**src/rtl/sxtq_pkg.sv**
```systemverilog
// Shared types and constants of the sorted expiry timer queue.
package sxtq_pkg;

   // Commands carried in the request tuser.
   localparam logic [1:0] CMD_ADD    = 2'd0;
   localparam logic [1:0] CMD_ADJUST = 2'd1;
   localparam logic [1:0] CMD_DELETE = 2'd2;
   localparam logic [1:0] CMD_TICK   = 2'd3;

   // Result status codes carried in the response tuser.
   localparam logic [2:0] ST_DONE    = 3'd0;
   localparam logic [2:0] ST_EXPIRED = 3'd1;
   localparam logic [2:0] ST_NONE    = 3'd2;
   localparam logic [2:0] ST_BUSY    = 3'd3;
   localparam logic [2:0] ST_IDLE    = 3'd4;

   // Most results one tick may emit.
   localparam int MAX_RESULTS = 64;
   localparam int NRES_BITS   = 7;

   // Operation the datapath performs in the current cycle.
   typedef enum logic [3:0] {
      OP_IDLE,
      OP_DECODE,
      OP_RM_RD,
      OP_RM_CMP,
      OP_RM_END,
      OP_INS_RD,
      OP_INS_X,
      OP_INS_CMP,
      OP_TK_RD,
      OP_TK_X,
      OP_TK_CMP,
      OP_TK_FIN,
      OP_EMIT
   } op_type;

   // Status flags from the datapath to the controller.
   typedef struct packed {
      logic is_tick;
      logic is_add;
      logic is_del;
      logic bad;
      logic idx_end;
      logic idx_zero;
      logic later_ins;
      logic later_tk;
      logic tk_stop;
      logic out_free;
      logic pend_v;
   } dp_stat_type;

endpackage

```
**src/rtl/sxtq_ctrl.sv**
```systemverilog
// Controller state machine of the sorted expiry timer queue.
module sxtq_ctrl
   import sxtq_pkg::*;
(
   input  logic        clock,
   input  logic        reset,
   input  logic        req_tvalid,
   input  dp_stat_type stat,
   output op_type      op,
   output logic        req_tready
);

   typedef enum logic [3:0] {
      S_IDLE, S_DECODE, S_RM_RD, S_RM_CMP, S_RM_END, S_INS_RD, S_INS_X,
      S_INS_CMP, S_TK_RD, S_TK_X, S_TK_CMP, S_TK_FIN, S_EMIT
   } state_type;

   state_type state_ff, state_in;

   // Next state.
   always_comb begin
      state_in = state_ff;
      unique case (state_ff)
         S_IDLE:    if (req_tvalid) state_in = S_DECODE;
         S_DECODE: begin
            if (stat.is_tick) state_in = S_TK_RD;
            else if (stat.bad) state_in = S_EMIT;
            else if (stat.is_add) state_in = S_INS_RD;
            else state_in = S_RM_RD;
         end
         S_RM_RD:   state_in = stat.idx_end ? S_RM_END : S_RM_CMP;
         S_RM_CMP:  state_in = S_RM_RD;
         S_RM_END:  state_in = stat.is_del ? S_EMIT : S_INS_RD;
         S_INS_RD:  state_in = stat.idx_zero ? S_EMIT : S_INS_X;
         S_INS_X:   state_in = S_INS_CMP;
         S_INS_CMP: state_in = stat.later_ins ? S_INS_RD : S_EMIT;
         S_TK_RD:   state_in = stat.tk_stop ? S_TK_FIN : S_TK_X;
         S_TK_X:    state_in = S_TK_CMP;
         S_TK_CMP: begin
            if (stat.later_tk) state_in = S_TK_FIN;
            else if (!stat.pend_v || stat.out_free) state_in = S_TK_RD;
         end
         S_TK_FIN:  state_in = S_EMIT;
         S_EMIT:    if (stat.out_free) state_in = S_IDLE;
         default:   state_in = S_IDLE;
      endcase
   end

   always_ff @(posedge clock) begin
      if (reset) begin
         state_ff <= S_IDLE;
      end else begin
         state_ff <= state_in;
      end
   end

   // Operation issued to the datapath.
   always_comb begin
      unique case (state_ff)
         S_IDLE:    op = OP_IDLE;
         S_DECODE:  op = OP_DECODE;
         S_RM_RD:   op = OP_RM_RD;
         S_RM_CMP:  op = OP_RM_CMP;
         S_RM_END:  op = OP_RM_END;
         S_INS_RD:  op = OP_INS_RD;
         S_INS_X:   op = OP_INS_X;
         S_INS_CMP: op = OP_INS_CMP;
         S_TK_RD:   op = OP_TK_RD;
         S_TK_X:    op = OP_TK_X;
         S_TK_CMP:  op = OP_TK_CMP;
         S_TK_FIN:  op = OP_TK_FIN;
         S_EMIT:    op = OP_EMIT;
         default:   op = OP_IDLE;
      endcase
   end

   assign req_tready = (state_ff == S_IDLE);

endmodule

```
**config.mk**
```make
export PLATFORM = sky130hd
export DESIGN_NAME = sxtq_ctrl
export DESIGN_NICKNAME = d
export VERILOG_FILES = /design/src/rtl/sxtq_pkg.sv /design/src/rtl/sxtq_ctrl.sv
export SDC_FILE = /design/constraint.sdc
export NUM_CORES = 1
export LEC_CHECK = 0
export BUFFER_PORTS_ARGS = -buffer_cell sky130_fd_sc_hd__buf_2
export CAP_MARGIN = 20
export CELL_PAD_IN_SITES_DETAIL_PLACEMENT = 1
export CELL_PAD_IN_SITES_GLOBAL_PLACEMENT = 1
export CORE_MARGIN = 4
export CORE_UTILIZATION = 32
export CTS_CLUSTER_SIZE = 25
export DETAILED_ROUTE_END_ITERATION = 10
export PLACE_DENSITY = 0.71
export SYNTH_ARGS = -nofsm -noshare
export SYNTH_HDL_FRONTEND = slang
export SYNTH_SLANG_ARGS = --single-unit
```
**constraint.sdc**
```tcl
create_clock -name clock -period 1.83 [get_ports clock]
set_input_delay 0.0915 -clock clock [delete_from_list [all_inputs] [get_ports clock]]
set_output_delay 0.0915 -clock clock [all_outputs]
set_load 0.1 [all_outputs]
```
# == After elaboration in Yosys (flattened, before gate mapping) ==
# Memories as Yosys holds them, arrays and structs flattened. A register that Yosys moved wholly into a read port is not among the register bits.
# Cells that the tools add are included.
# W data, S select, Z words.
# word_totals
mem_bits_ro,64
mem_count,1
regBits,4
# classes
mux,15
n_reduce_logical,4
eq_ne,15
# mem_list
name,words,word_bits,rd,rd_clocked_by_memory_dff,wr,line_no,text
(name not given),16,4,1,1,0,sxtq_ctrl.sv:59,unique case (state_ff)
# ops
cell,count
$pmux W4 S13,1
$mux W4,11
$eq A4 B4 Y1 const B,5
$eq A4 B3 Y1 const B,4
$eq A4 B2 Y1 const B,2
$mux W3,2
$eq A4 B1 Y1 const B,1
$logic_not A4 Y1,1
$ne A2 B2 Y1 const B,2
$ne A3 B3 Y1 const B,1
$reduce_and A3 Y1,1
$mux W2,1
$logic_not A1 Y1,1
$logic_or A1 B1 Y1,1

# == Longest topological paths before layout ==
# Gate-level depths: netlist (run 1).
# depth
depth_word,7
ltp_mapped,5
ltp_nobuf,4

# == Worst setup path before layout (run 1) ==
# OpenSTA, ideal clock, no wires.
# synth_path
path_type,register to register
from,register state_ff[3]
to,register op[0] (netlist name)
synth_period_minus_slack_ps,4007
setup_slack_ps,-2177
t_required_ps,1700
t_arrival_ps,3877
path_stages_with_launch,5
setup_ps,130
path_cell_list,dfxtp_1 > buf_2 > nor4_1 > a221o_1 > a311oi_1
# synth_between
elab_chain_len,5
# synth_rtl
element,line_no,text
from (decl),sxtq_ctrl.sv:18,"state_type state_ff, state_in;"
from (signal assigned),sxtq_ctrl.sv:53,state_ff <= state_in;
$logic_not A4 Y1 (*),-,
named net req_tready,sxtq_ctrl.sv:10,output logic req_tready
$ne A2 B2 Y1 (no line),-,
$reduce_and A3 Y1 (no line),-,
$mux W4 (no line) (*) (2 in a row),-,
# Mark *: on every way through the listed nets, which the timed path passes. The rest lies on a longest branch.
# A chain may end at the register's enable or synchronous reset.

# == Worst setup path in the final report (run 1) ==
# layout_path
from,register state_ff[1]
to,output port req_tready
# layout_between
elab_chain_len,1
# layout_rtl
element,line_no,text
$logic_not A4 Y1,sxtq_ctrl.sv:77,assign req_tready = (state_ff == S_IDLE);
to (decl),sxtq_ctrl.sv:10,
# No other way between the ends.

==> impl_metrics.toml, run 1 <==
[floorplanning]
floorplan.die_area_sq_mm = 0.00225
fp-row-count = 13
boundaryPins = 19
fp.coreArea_sq_mm = 0.00138
die-width_microns = 47.4
die_y_microns = 47.4
initial_standard_cell_utilization_of_the_core = 0.359

[global_route]
grt_antenna_before_repair = 0
wire_length_of_the_first_global_routing_pass_mm = 2.33
vias_in_the_first_global_route = 545
grt_start_max_net_pins = 15
groute.usage.overall = 0.147
globalRoute.totalOverflow = 0

[sta]
achievable-frequency_mhz = 622
finalMaxSlewViolations = 0
post-route-min-period_ns = 1.61
final_setup_skew_ns = 0.00325
min_period_over_period = 0.879
timing.final.setup_violations = 0
max_slew.worst_pin.slew_ns = 0.507
max_slew_margin = 0.662
final.hold.worst_slack_ns = 0.0938
finalHoldViolCount = 0
grt_setup_unrepaired = "no"

[drt]
drt-pass1-iter-count = 3
m1WireLength_microns = 634
finalWirelength_mm = 1.45
drt_drc_violations_left = 0
dr_wl_met2_microns = 743
top_signal_layer_used = "met3"
drt-wirelength-per-cell_microns = 15.4
route.vias.total = 542
vias_per_cell = 5.77
drt-initial-drc-count = 2
detailroute.wirelength.met3_microns = 74
antenna_left = 0

[cells_and_area]
area_growth_pct = 26.2
reg_area_sq_um = 163
finalNetCount = 95
fillers = 178
final_layout_size_suffix_gt1_frac = 0.329
antenna_cells_inserted = 0
area_occupied_by_multi_input_gates_sq_um = 322

[cts]
cts.hold.buffers_added = 0
tritoncts_num_sinks = 8
htreeDepth = 1
cts_buffer_depth = 2
cts_root_buffer = "clkbuf_4"
cts.reportedPaths.clkPinSlew_ns = 0.05
insertion_delay_ns = 0.25
tritoncts = "yes"
cts_made_buffers = 3

[logic_synthesis]
synth_warnings = 0
postSynthRegisterBits = 8
ranking_of_synthesized_cells_by_area = "dfxtp_1 (32%), a21oi_1 (5.0%), nor2_1 (4.5%), o21ba_2 (4.0%), nor2b_1 (3.8%)"
synthesis.nets = 76
synthDistinctLibCells = 32
synthCells = 62
synth.top_cell.area_share = 0.322
cell_type_contributing_the_most_total_cell_area_after_synthesis = "dfxtp_1"
syn_area_per_cell_sq_um = 8.01
synth-seq-area-share = 0.322
syn_std_cell_area_sq_um = 497

[worst_setup_path]
critical_path.cell_chain = "nor4_4, buf_2"
critPathLaunchType = "flip-flop"
critical_path.slowest_cell = "buf_2"
worstSetupStartpoint = "state_ff[1]$_SDFFE_PP0N_"
critical_path.top_delay_family = "buffers and inverters"
cpPeakStageDelay_ns = 0.47
critical_path_arrival_ns = 1.52
setup.worst_path.end_class = "output pin"
timing.critical_path.required_ns = 1.74
worst-setup-path-type = "flip-flop to output pin"
worstPathBufferInverterCount = 1
rr_startpoint = "state_ff[3]$_SDFFE_PP0N_"
timing.critical_path.fanout_max = 13

[outcome]
outcome = "finished clean"

[placement]
gp_routability_congestion = 0.756
port_buffers = 18

[min_path]
hold_path.class = "input pin to flip-flop"
min-delay-start = "reset"

[run]
maxCapViolations = 0
worst reg2reg max path: cells and delay by family (launching register included):
kind             cells  cell delay [ns]
AND/OR/NAND/NOR      1             0.53
AO/OA/AOI/OAI        3             0.54
flip-flops           1             0.39
synthesized netlist by cell type, drive strengths merged:
library cell  instances
o21ba                 2
nand3b                1
o211ai                1
nand2b                2
or3b                  1
a21oi                 5
o21a                  1
nor4                  1
o21ai                 1
a221o                 1
nand4                 1
nor2                  6
o221ai                1
a22o                  1
mux2i                 1
inv                   3
a31oi                 2
o31ai                 1
buf                   3
a311oi                2
dfxtp                 8
and3                  1
o41ai                 1
nor3                  3
nand2                 2
o21bai                2
o2bb2ai               1
nor2b                 3
nor3b                 1
or4b                  1
nand3                 1
clkbuf                1
sequential cells by signal (all words and copies together) (netlist names):
signal,cells
op,4
state_ff,4
cell families after synthesis:
kind of cell | synth area share
AND/OR/NAND/NOR | 0.270
AO/OA/AOI/OAI | 0.327
flip-flops | 0.322
buffers and inverters | 0.0604
multiplexers | 0.0202
metrics by stage:
step,area (sq um),std cells,setup slack [ns],TNS (ns),util
3_3_place_gp,603,91,0.213,0,0.436
6_report,627,94,0.221,0,0.453
2_1_floorplan,519,62,-0.157,-0.311,-
5_1_grt,627,94,0.130,0,0.453
3_5_place_dp,603,91,0.170,0,0.436
4_1_cts,626,94,0.144,0,0.452
layout make-up:
cell class / instances / area share
Clock buffer: 3 / 0.0359
Inverter: 3 / 0.0180
Multi-Input combinational cell: 47 / 0.513
Sequential cell: 8 / 0.259
Tap cell: 15 / 0.0299
Timing Repair Buffer: 18 / 0.144
cell usage in the layout (no fill, tap or decap), drive strengths merged, types with 2 or more instances in the layout:
cell type,Yosys,routed
a21oi,5,5
a311oi,2,2
a31oi,2,2
buf,3,18
clkbuf,1,3
dfxtp,8,8
inv,3,3
nand2,2,2
nand2b,2,2
nor2,6,6
nor2b,3,3
nor3,3,3
o21ba,2,2
o21bai,2,2
routing by layer:
layer,global-route usage,up-vias
met5,0,-
met4,0.0331,0
met3,0.0460,0
met2,0.254,13
met1,0.177,258
li1,-,271
final timing paths:
path	end	slack, ns	cells past startpoint
max	req_tready	0.22	2
min	state_ff[2]$_SDFFE_PP0N_	0.09	2
max reg2reg	state_ff[0]$_SDFFE_PP0N_	0.28	4
min reg2reg	state_ff[2]$_SDFFE_PP0N_	0.75	2
what timing repair did:
action | in CTS | in global routing
buffers inserted | 0 | 0
endpoints found under the setup margin | 0 | 1
gates resized for setup | 0 | 1
Power of run 1 is left out: the tool's default activity adds up to more than one toggle a clock period on the data nets, which glitch-free logic cannot reach.
==> run 2, diff against run 1 <==
==> constraint.sdc (replaced) <==
create_clock -name clock -period 1.7 [get_ports clock]
set_input_delay 0.085 -clock clock [delete_from_list [all_inputs] [get_ports clock]]
set_output_delay 0.085 -clock clock [all_outputs]
set_load 0.1 [all_outputs]
==> run 2 against run 1 <==
Effect of this change: routed wire length is 2.9% lower; first-iteration DRC count grew to 3.5 times the previous value; sequential share of layout area is 0.45 points lower; register-to-register slack worse by 0.16 ns; flip-flop and latch count stayed put; cell area is 1.0% higher; non-clock buffer count is 1 higher; cell count is 1.1% higher; setup slack worse by 0.13 ns; count of clock-buffer cells in the layout stayed put; die area stayed put; global-route usage is 0.23 points lower.
==> impl_metrics.toml, run 2 (synthesized netlist as in run 1, its figures left out) <==
[cells_and_area]
antenna_cells_inserted = 0
most_common_cell_after_layout_fill_and_taps_aside = "buf_2"
layout.cells.most_common_list = "buf_2 (18), dfxtp_1 (7), nor2_1 (6)"
area_growth_pct = 27.5
finalNetCount = 96
final_layout_size_suffix_gt1_frac = 0.325
final_util = 0.458
layoutNonFillerInstCount = 95
stdcell_area_sq_um = 633

[drt]
finalWirelength_mm = 1.41
vias_per_cell = 5.71
drt-initial-drc-count = 7
drt_drc_violations_left = 0
drt-pass1-iter-count = 4
route.vias.total = 542
drt-wirelength-per-cell_microns = 14.8
antenna_left = 0

[worst_setup_path]
timing.critical_path.required_ns = 1.62
critical_path.slowest_cell = "dfxtp_1"
worst-setup-path-type = "flip-flop to output pin"
rr_worst_depth = 4
setup.worst_path.end_class = "output pin"
timing.critical_path.fanout_max = 14
critical_path.cell_chain = "nor4_4, buf_2"
critPathLaunchType = "flip-flop"
critical_path_arrival_ns = 1.52
cpPeakStageDelay_ns = 0.47

[cts]
cts.reportedPaths.clkPinSlew_ns = 0.05
cts_buffer_depth = 2
cts.hold.buffers_added = 0
insertion_delay_ns = 0.25
postCtsSetupBuffers = 0
htreeDepth = 1
cts_root_buffer = "clkbuf_4"
tritoncts_num_sinks = 8
cts_made_buffers = 3
cts.repair.resized = 0
tritoncts = "yes"

[global_route]
vias_in_the_first_global_route = 535
grt_antenna_before_repair = 0
groute.usage.overall = 0.145
globalRoute.totalOverflow = 0
wire_length_of_the_first_global_routing_pass_mm = 2.23
grt_start_max_net_pins = 15

[sta]
final.hold.worst_slack_ns = 0.0835
timing.final.setup_violations = 0
achievable-frequency_mhz = 623
final_setup_skew_ns = 0.000601
max_slew_margin = 0.639
finalMaxSlewViolations = 0
min_period_over_period = 0.944
finalHoldViolCount = 0
grt_setup_unrepaired = "no"
post-route-min-period_ns = 1.60
max_slew.worst_pin.slew_ns = 0.540

[run]
maxCapViolations = 0

[placement]
dp_cells = 92
detailed_place.area_sq_um = 611
dp_hpwl_mm = 1.11
port_buffers = 18
gp_routability_congestion = 0.722

[floorplanning]
fp.coreArea_sq_mm = 0.00138
initial_standard_cell_utilization_of_the_core = 0.359
die_y_microns = 47.4
boundaryPins = 19
fp-row-count = 13
die-width_microns = 47.4
floorplan.die_area_sq_mm = 0.00225

[outcome]
outcome = "finished clean"

[min_path]
hold_path.class = "input pin to flip-flop"
timing.hold.worst_path_depth = 2
-- run 2: changes by cell type in the layout (fill, tap and decap cells not counted), sizes merged --
cell / before / now
buf: 18 / 19
-- run 2: metrics by stage --
stage | setup TNS (ns) | setup slack, ns
after floorplan | -0.571 | -0.287
after global routing | 0 | 0.00930
final | 0 | 0.0957
after CTS | 0 | 0.0949
after detailed placement | 0 | 0.133
after global placement | 0 | 0.172
-- run 2: worst paths after layout --
kind / start / to / slack [ns]
setup / recovery: state_ff[2]$_SDFFE_PP0N_ / req_tready / 0.1
hold / removal: reset / op[1]$_DFF_P_ / 0.08
setup reg to reg: state_ff[3]$_SDFFE_PP0N_ / state_ff[1]$_SDFFE_PP0N_ / 0.12
hold reg to reg: state_ff[3]$_SDFFE_PP0N_ / op[2]$_DFF_P_ / 0.77
-- run 2: worst max-delay path: cells and delay by family (launching register included) --
kind	cells	cell delay, ns
buffers and inverters	1	0.47
and+or+nand+nor	1	0.33
DFF	1	0.47
-- run 2: layout make-up --
cell class,count,area (sq um)
multi-input combinational,47,322
sequential,8,161
inverter,3,11.3
tap,15,18.8
timing repair buffer,19,97.6
clock buffer,3,22.5
fill,188,749
-- run 2: routing by layer --
metal,routed length [microns],GRT usage
met5,0,0
met4,0,0.0331
met1,681,0.175
met3,66,0.0575
met2,662,0.241
Power of run 2 is left out for the same reason.
==> run 3, diff against run 2 <==
==> constraint.sdc (replaced) <==
create_clock -name clock -period 1.5 [get_ports clock]
set_input_delay 0.075 -clock clock [delete_from_list [all_inputs] [get_ports clock]]
set_output_delay 0.075 -clock clock [all_outputs]
set_load 0.1 [all_outputs]
==> run 3 against run 2 <==
Effect of this change: global-route usage shrank 0.14 points; sequential share of layout area shrank 2.7 points; register-to-register slack lost 0.06 ns; first-iteration DRC count grew 71%; non-clock buffer count grew 7; cell count grew 7.4%.
==> impl_metrics.toml, run 3 (synthesized netlist as in run 1, its figures left out) <==
[outcome]
outcome = "finished clean"

[placement]
placement.setup.worst_slack_ns = 0.0249
dp_hpwl_mm = 1.18
port_buffers = 18
gp_routability_congestion = 0.767

[min_path]
min-delay-start = "reset"
holdPathEnd = "state_ff[2]$_SDFFE_PP0N_"
timing.hold.worst_path_depth = 2
hold_path.class = "input pin to flip-flop"

[cells_and_area]
area_occupied_by_multi_input_gates_sq_um = 339
fillers = 174
most_common_cell_after_layout_fill_and_taps_aside = "buf_2"
final_layout_size_suffix_gt1_frac = 0.460
area_growth_pct = 48.4
layout.cells.most_common_list = "buf_2 (17), buf_4 (7), nor2_1 (6)"
reg_area_sq_um = 168
antenna_cells_inserted = 0
finalNetCount = 103

[sta]
finalHoldViolCount = 0
achievable-frequency_mhz = 694
final.setup.worst_slack_ns = 0.0584
min_period_over_period = 0.961
max_slew.worst_pin.slew_ns = 0.499
max_slew_margin = 0.670
final_setup_skew_ns = 0.00367
post-route-min-period_ns = 1.44
timing.final.setup_violations = 0
finalMaxSlewViolations = 0
grt_setup_unrepaired = "yes"

[drt]
drt_drc_violations_left = 0
drt-initial-drc-count = 12
drt-wirelength-per-cell_microns = 14.6
antenna_left = 0
finalWirelength_mm = 1.49
vias_per_cell = 5.59
route.vias.total = 570
drt-pass1-iter-count = 4

[worst_setup_path]
cpPeakStageDelay_ns = 0.53
rr_startpoint = "state_ff[3]$_SDFFE_PP0N_"
rr_worst_depth = 4
crit-reg2reg-capture = "state_ff[0]$_SDFFE_PP0N_"
critical_path_arrival_ns = 1.59
r2r_setup_slack_ns = 0.06
timing.critical_path.fanout_max = 4
critical_path.top_delay_family = "simple AND/OR/NAND/NOR gates"
worst-setup-path-type = "flip-flop to flip-flop"
cp_num_cells = 4
critical_path.slowest_cell = "or4b_4"
critical_path.cell_chain = "or4b_4, a21oi_2, o21bai_1, a311oi_1"
worstPathBufferInverterCount = 0
critPathLaunchType = "flip-flop"
setup.worst_path.end_class = "flip-flop"
timing.critical_path.required_ns = 1.65

[cts]
insertion_delay_ns = 0.25
tritoncts_num_sinks = 8
cts_buffer_depth = 2
cts_made_buffers = 3
cts.hold.buffers_added = 0
tritoncts = "yes"
cts_root_buffer = "clkbuf_4"
cts.reportedPaths.clkPinSlew_ns = 0.05
htreeDepth = 1

[global_route]
vias_in_the_first_global_route = 542
globalRoute.totalOverflow = 0
grt_start_max_net_pins = 14
wire_length_of_the_first_global_routing_pass_mm = 2.19
grt_antenna_before_repair = 0
groute.usage.overall = 0.144

[floorplanning]
floorplan.die_area_sq_mm = 0.00225
boundaryPins = 19
fp.coreArea_sq_mm = 0.00138
die-width_microns = 47.4
initial_standard_cell_utilization_of_the_core = 0.359
fp-row-count = 13
die_y_microns = 47.4

[run]
maxCapViolations = 0
-- run 3: cell types whose count changed in the layout (fill, tap and decap cells not counted), sizes merged --
| cell | change |
|---|---|
| buf | +7 |
-- run 3: per-layer routing --
metal	part of all wire	GRT usage	routed length, microns
met4	0.0094	0.0497	14
met5	0	0	0
met1	0.41	0.155	605
met3	0.063	0.0575	93
met2	0.52	0.251	772
-- run 3: what timing repair did --
action / in CTS / in global routing
resized for setup: 0 / 8
setup endpoints to repair: 1 / 4
cloned: 0 / 0
buffers inserted: 0 / 0
pin swaps: 1 / 3
-- run 3: area by class of cell --
type                    count  share of cell area
repair buffers             26               0.241
multi-input cells          47               0.460
clock buffers               3              0.0306
inverters                   3              0.0153
well taps                  15              0.0255
flip-flops and latches      8               0.228
-- run 3: worst max path at each step --
| stage | slack (ns) | to | from |
|---|---|---|---|
| 2_1_floorplan | -0.49 | state_ff[0]$_SDFFE_PP0N_ | state_ff[0]$_SDFFE_PP0N_ |
| 3_3_place_gp | 0.09 | op[0]$_DFF_P_ | state_ff[3]$_SDFFE_PP0N_ |
| 3_5_place_dp | 0.02 | state_ff[0]$_SDFFE_PP0N_ | state_ff[3]$_SDFFE_PP0N_ |
| 4_1_cts | 0.01 | state_ff[0]$_SDFFE_PP0N_ | state_ff[3]$_SDFFE_PP0N_ |
| 5_1_grt | -0.05 | state_ff[1]$_SDFFE_PP0N_ | state_ff[3]$_SDFFE_PP0N_ |
| 6_report | 0.06 | state_ff[0]$_SDFFE_PP0N_ | state_ff[3]$_SDFFE_PP0N_ |
-- run 3: stage by stage --
step	hold WS (ns)	std cells	setup TNS [ns]	utilization	cell area, sq um
finish	0.0629	102	0	0.533	737
global route	0.0724	102	-0.0635	0.533	737
CTS	0.0631	102	0	0.516	713
detailed placement	0.333	99	0	0.500	691
global placement	0.328	99	0	0.500	691
floorplan	0.144	62	-1.05	-	519
-- run 3: worst register-to-register path, delay by kind of cell, from the launching register on --
kind / cells / cell delay [ns]
DFF: 1 / 0.33
AOI/OAI and AO/OA: 3 / 0.48
and+or+nand+nor: 1 / 0.53
Power of run 3 is left out for the same reason.
